**src/design/rde_pkg.sv**
```systemverilog
// Shared constants, codes and controller/datapath types of the rectangle draw engine.
`timescale 1ns / 1ps

package rde_pkg;

  // Screen geometry
  localparam int COLS = 640;
  localparam int ROWS = 400;
  localparam int STORE_DEPTH = COLS * ROWS;
  localparam int ADDR_W = $clog2(STORE_DEPTH);

  // Item field widths
  localparam int OP_W     = 3;
  localparam int XY_W     = 10;
  localparam int COLOUR_W = 8;

  localparam logic [XY_W:0]   COLS_EXT = (XY_W + 1)'(COLS);
  localparam logic [XY_W:0]   ROWS_EXT = (XY_W + 1)'(ROWS);
  localparam logic [XY_W-1:0] LAST_COL = XY_W'(COLS - 1);
  localparam logic [XY_W-1:0] LAST_ROW = XY_W'(ROWS - 1);

  typedef enum logic [OP_W-1:0] {
    OP_OUTLINE     = 3'd0,
    OP_SOLID       = 3'd1,
    OP_TRANSLUCENT = 3'd2,
    OP_READ        = 3'd3,
    OP_CLEAR       = 3'd4
  } opcode_e;

  typedef enum logic [2:0] {
    ST_INIT,
    ST_IDLE,
    ST_SETUP,
    ST_WALK,
    ST_READ,
    ST_DONE
  } state_e;

  // Controller to datapath
  typedef struct packed {
    logic load;        // capture the accepted command item
    logic load_clear;  // set up a whole-screen clear (reset sweep)
    logic setup;       // walker to the start corner
    logic walk;        // one pixel step, write if selected
    logic rd;          // read the store at the walker address
    logic emit;        // load the output register
  } dp_cmd_t;

  // Datapath to controller
  typedef struct packed {
    opcode_e op;
    logic    bad;      // start corner or read position off screen
    logic    last;     // walker sits on the far corner
  } dp_status_t;

endpackage

```
**src/design/rde_ctrl.sv**
```systemverilog
// Command sequencer of the rectangle draw engine.
`timescale 1ns / 1ps

module rde_ctrl import rde_pkg::*; (
  input  logic       clk_i,
  input  logic       rst_ni,
  input  logic       in_valid_i,
  output logic       in_ready_o,
  input  logic       out_ready_i,
  output logic       out_valid_o,
  input  dp_status_t status_i,
  output dp_cmd_t    cmd_o
);

  state_e state_q, state_d;
  logic   silent_q, silent_d;
  logic   out_valid_q, out_valid_d;
  logic   out_free;

  assign out_free = !out_valid_q || out_ready_i;

  always_ff @(posedge clk_i or negedge rst_ni) begin
    if (!rst_ni) begin
      state_q     <= ST_INIT;
      silent_q    <= 1'b1;
      out_valid_q <= 1'b0;
    end else begin
      state_q     <= state_d;
      silent_q    <= silent_d;
      out_valid_q <= out_valid_d;
    end
  end

  // Next state
  always_comb begin
    state_d  = state_q;
    silent_d = silent_q;
    case (state_q)
      ST_INIT: begin
        state_d  = ST_SETUP;
        silent_d = 1'b1;
      end
      ST_IDLE: begin
        if (in_valid_i) begin
          state_d  = ST_SETUP;
          silent_d = 1'b0;
        end
      end
      ST_SETUP: begin
        case (status_i.op)
          OP_OUTLINE, OP_SOLID, OP_TRANSLUCENT: state_d = status_i.bad ? ST_DONE : ST_WALK;
          OP_READ:  state_d = status_i.bad ? ST_DONE : ST_READ;
          OP_CLEAR: state_d = ST_WALK;
          default:  state_d = ST_DONE;
        endcase
      end
      ST_WALK: begin
        if (status_i.last) state_d = silent_q ? ST_IDLE : ST_DONE;
      end
      ST_READ: state_d = ST_DONE;
      ST_DONE: begin
        if (out_free) state_d = ST_IDLE;
      end
      default: state_d = ST_INIT;
    endcase
  end

  // Outputs
  always_comb begin
    cmd_o      = '0;
    in_ready_o = 1'b0;
    case (state_q)
      ST_INIT: cmd_o.load_clear = 1'b1;
      ST_IDLE: begin
        in_ready_o = 1'b1;
        cmd_o.load = in_valid_i;
      end
      ST_SETUP: cmd_o.setup = 1'b1;
      ST_WALK:  cmd_o.walk  = 1'b1;
      ST_READ:  cmd_o.rd    = 1'b1;
      ST_DONE:  cmd_o.emit  = out_free;
      default:  cmd_o       = '0;
    endcase
  end

  always_comb begin
    out_valid_d = out_valid_q;
    if (out_ready_i) out_valid_d = 1'b0;
    if (cmd_o.emit)  out_valid_d = 1'b1;
  end

  assign out_valid_o = out_valid_q;

endmodule

```
**config.mk**
```make
export PLATFORM = sky130hd
export DESIGN_NAME = rde_ctrl
export DESIGN_NICKNAME = d
export VERILOG_FILES = /design/src/design/rde_pkg.sv /design/src/design/rde_ctrl.sv
export SDC_FILE = /design/constraint.sdc
export NUM_CORES = 1
export LEC_CHECK = 0
export ABC_AREA = 1
export BUFFER_PORTS_ARGS = -buffer_cell sky130_fd_sc_hd__buf_2
export CAP_MARGIN = 20
export CORE_AREA = 2 2 39 41
export CTS_CLUSTER_DIAMETER = 80
export DETAILED_ROUTE_END_ITERATION = 10
export DIE_AREA = 0 0 41 43
export SLEW_MARGIN = 25
export SYNTH_ARGS = -nofsm -noshare
export SYNTH_HDL_FRONTEND = slang
export SYNTH_SLANG_ARGS = --single-unit
```
**constraint.sdc**
```tcl
create_clock -name clk_i -period 2.44 [get_ports clk_i]
set_input_delay 0 -clock clk_i [delete_from_list [all_inputs] [get_ports clk_i]]
set_output_delay 0 -clock clk_i [all_outputs]
set_load 0.005 [all_outputs]
```
==> impl_results.md <==
- Status: completed
- Clock root buffer: clkbuf_4
- Endpoints failing hold: 0
- Die Wd: 41 um
- Initial drt markers: 5
- Final setup violation count: 0
- Slowest cell on crit path: dfrtp_1
- DRC: 0
- Worst-margin pin slew: ~330 ps
- Async SR Flop Fraction: 1.00
- RSZ-0062 raised after global routing: false
- Setup TNS: 0 ps
- Final RePlAce weighted congestion: 0.810
- First-pass GRT wire length: ~1300 um
- IO buf count: 16
- Main synth FF type: dfrtp_1
- Fin. max-slew vios: 0
- Max-cap viol count: 0
- Synth area leader: dfrtp_1
- Cell Pwr Density: about 1100 mW/mm^2
- Arr. time, crit path: 1260 ps
- Number of global-route vias before repair: 357
- Setup crit end kind: output port
- Yosys warnings: 0
- Pre-antenna DRT Iters: 4
- Layout area overhead: 34.9%
- CTS buffer count: 3
- # H-tree levels: 1
- Dpl hpwl: 619 um
- Hold-fix buffers, CTS: 2
- Area of the core: between 0.001 and 0.0015 sq mm
- Final cycle utilization of the critical path: 0.516
- Yosys reg bits: 5
- Initial core utilization: 0.264
- Syn Inst Count: 57
- Min Tclk post-route: 1260 ps
- Final worst slack: 1180 ps
- HP Class: input port to register
- Routed Antenna Nets: 0
- Delay-heaviest family, CP: flip-flops
- CP Cell Sequence: nor2_1 -> inv_1 -> nor3_2 -> buf_2
- Die area: roughly 0.0018 sq mm
- Most frequent cell after synthesis: nand2_1
- Initial antenna violation count: 0
- Die Y: ~43 um
- Yosys cell types: 14
- I/O pin count: 17
- Crit Path Max Fanout: 7
- Pre-CTS WS: 1270 ps
- Largest net degree at the start of global routing: 11
- Average size of a mapped cell: 6.41 sq um
- Layout filler cell count: 150
- Wire per inst: 8.26 um
- Final wirelength: about 770 um
- Clk_lat worst skew: 240 ps
- Post-layout nets: 87
- Row count: 14
- Maximum clock frequency: roughly 790 MHz
- Routed vias: 402
- Post-Syn Area: 365 sq um
- CTS tree: built
- Cts repair resizes: 0
- Clk sinks: 5
- GRT Overall Usage: 0.111
- Buf/Inv on CP: 2
- Layout cells sized above 1: 0.325
- Top-area cell type share of the netlist area: 0.274
- Antenna diodes: 0
- Worst-path clk slew: 40 ps
- Vias per inst: 4.32
- Post-CTS Setup Bufs: 0
- Register area share after synthesis: 0.346
- Longest Clk Path Bufs: 2
- Critical path launch point type: register
- Crit-path max cell delay: 440 ps
- Synthesized Nets: 66
- EDFF count, synth: 0
- Largest cells by area after synthesis: dfrtp_1, nand2_1, nor2_1, inv_1, dfstp_2
- Slew margin rel.: 0.781
- Top cells by count, synth: nand2_1, nor2_1, inv_1
- Final Core Density: 0.356
- WS Path Type: register to output port
- Gr ovfl total: 0
- CP required: 2440 ps
- Max Clock Skew: 4.93 ps
- Peak supply drop: between 0.3 and 0.4 mV
- Leak pwr: 0.000290 uW
path summary, 6_finish.rpt:
kind | from | end | slack (ps) | cells past startpoint
worst min register to register | silent_q$_DFFE_PN1P_ | silent_q$_DFFE_PN1P_ | 480 | 2
max in group asynchronous | rst_ni | silent_q$_DFFE_PN1P_ | 2130 | 2
worst max-delay path | state_q[1]$_DFFE_PN0P_ | cmd_o[5] | 1180 | 4
worst min-delay path | status_i[0] | state_q[1]$_DFFE_PN0P_ | 20 | 4
worst max register to register | state_q[0]$_DFFE_PN0P_ | state_q[2]$_DFFE_PN0P_ | 1280 | 7
min in group asynchronous | rst_ni | state_q[0]$_DFFE_PN0P_ | 100 | 2
logic make-up after synthesis:
group | share of synthesized area
flip-flops | 0.346
AND/OR/NAND/NOR | 0.479
AO/OA/AOI/OAI | 0.0308
buffers and inverters | 0.144
worst reg2reg max path, delay by kind of cell, from the launching register on:
kind / cells / cell delay [ps]
flops: 1 / 530
simple gates: 7 / 530
state kept, by name (all words and copies together) (netlist names):
signal       count
state_q          3
out_valid_o      1
silent_q         1
final cells by class:
class | instances | area [sq um] | share of cell area
Tap cell | 16 | 20.0 | 0.0406
Sequential cell | 5 | 126 | 0.256
Timing Repair Buffer | 18 | 100 | 0.203
Multi-Input combinational cell | 41 | 186 | 0.378
Clock buffer | 4 | 26.3 | 0.0533
Inverter | 9 | 33.8 | 0.0685
power breakdown:
part | switching [uW] | leakage (uW) | internal, uW | total (uW)
sequential | 55.1 | 0.0000603 | 126 | 181
combinational | 141 | 0.000215 | 106 | 247
clock | 35.3 | 0.0000150 | 61.9 | 97.2
layer usage:
layer  vias to the layer above  global-route usage  share of wire  wire length (um)
met2                        11               0.156           0.46               352
met1                       177               0.135           0.46               354
met4                         0              0.0800          0.010                 8
met5                         -                   0              0                 0
met3                         2              0.0366          0.069                53
li1                        212                   -              -                 -
through the flow:
| step | hold slack [ps] | cell area [sq um] | power (uW) | std cells |
|---|---|---|---|---|
| after floorplan | -296 | 365 | 361 | 57 |
| after global placement | -181 | 447 | 428 | 87 |
| after detailed placement | -181 | 447 | 429 | 87 |
| after CTS | 24.2 | 493 | 530 | 93 |
| after global routing | 32.3 | 493 | 582 | 93 |
| final | 18.9 | 493 | 525 | 93 |
placed cells by master, fill, tap and decap left out:
cell | synthesis | layout
buf_2 | 0 | 16
clkbuf_1 | 0 | 1
clkbuf_4 | 0 | 3
dfrtp_1 | 4 | 4
dfstp_2 | 1 | 1
dlygate4sd3_1 | 0 | 2
inv_1 | 9 | 9
nand2_1 | 18 | 18
nand3_1 | 4 | 4
nand4_1 | 1 | 1
nor2_1 | 10 | 10
nor2_2 | 3 | 3
nor3_1 | 1 | 1
nor3_2 | 2 | 2
o21ai_0 | 1 | 1
o22ai_1 | 1 | 1
(Power assumes the default switching activity.)
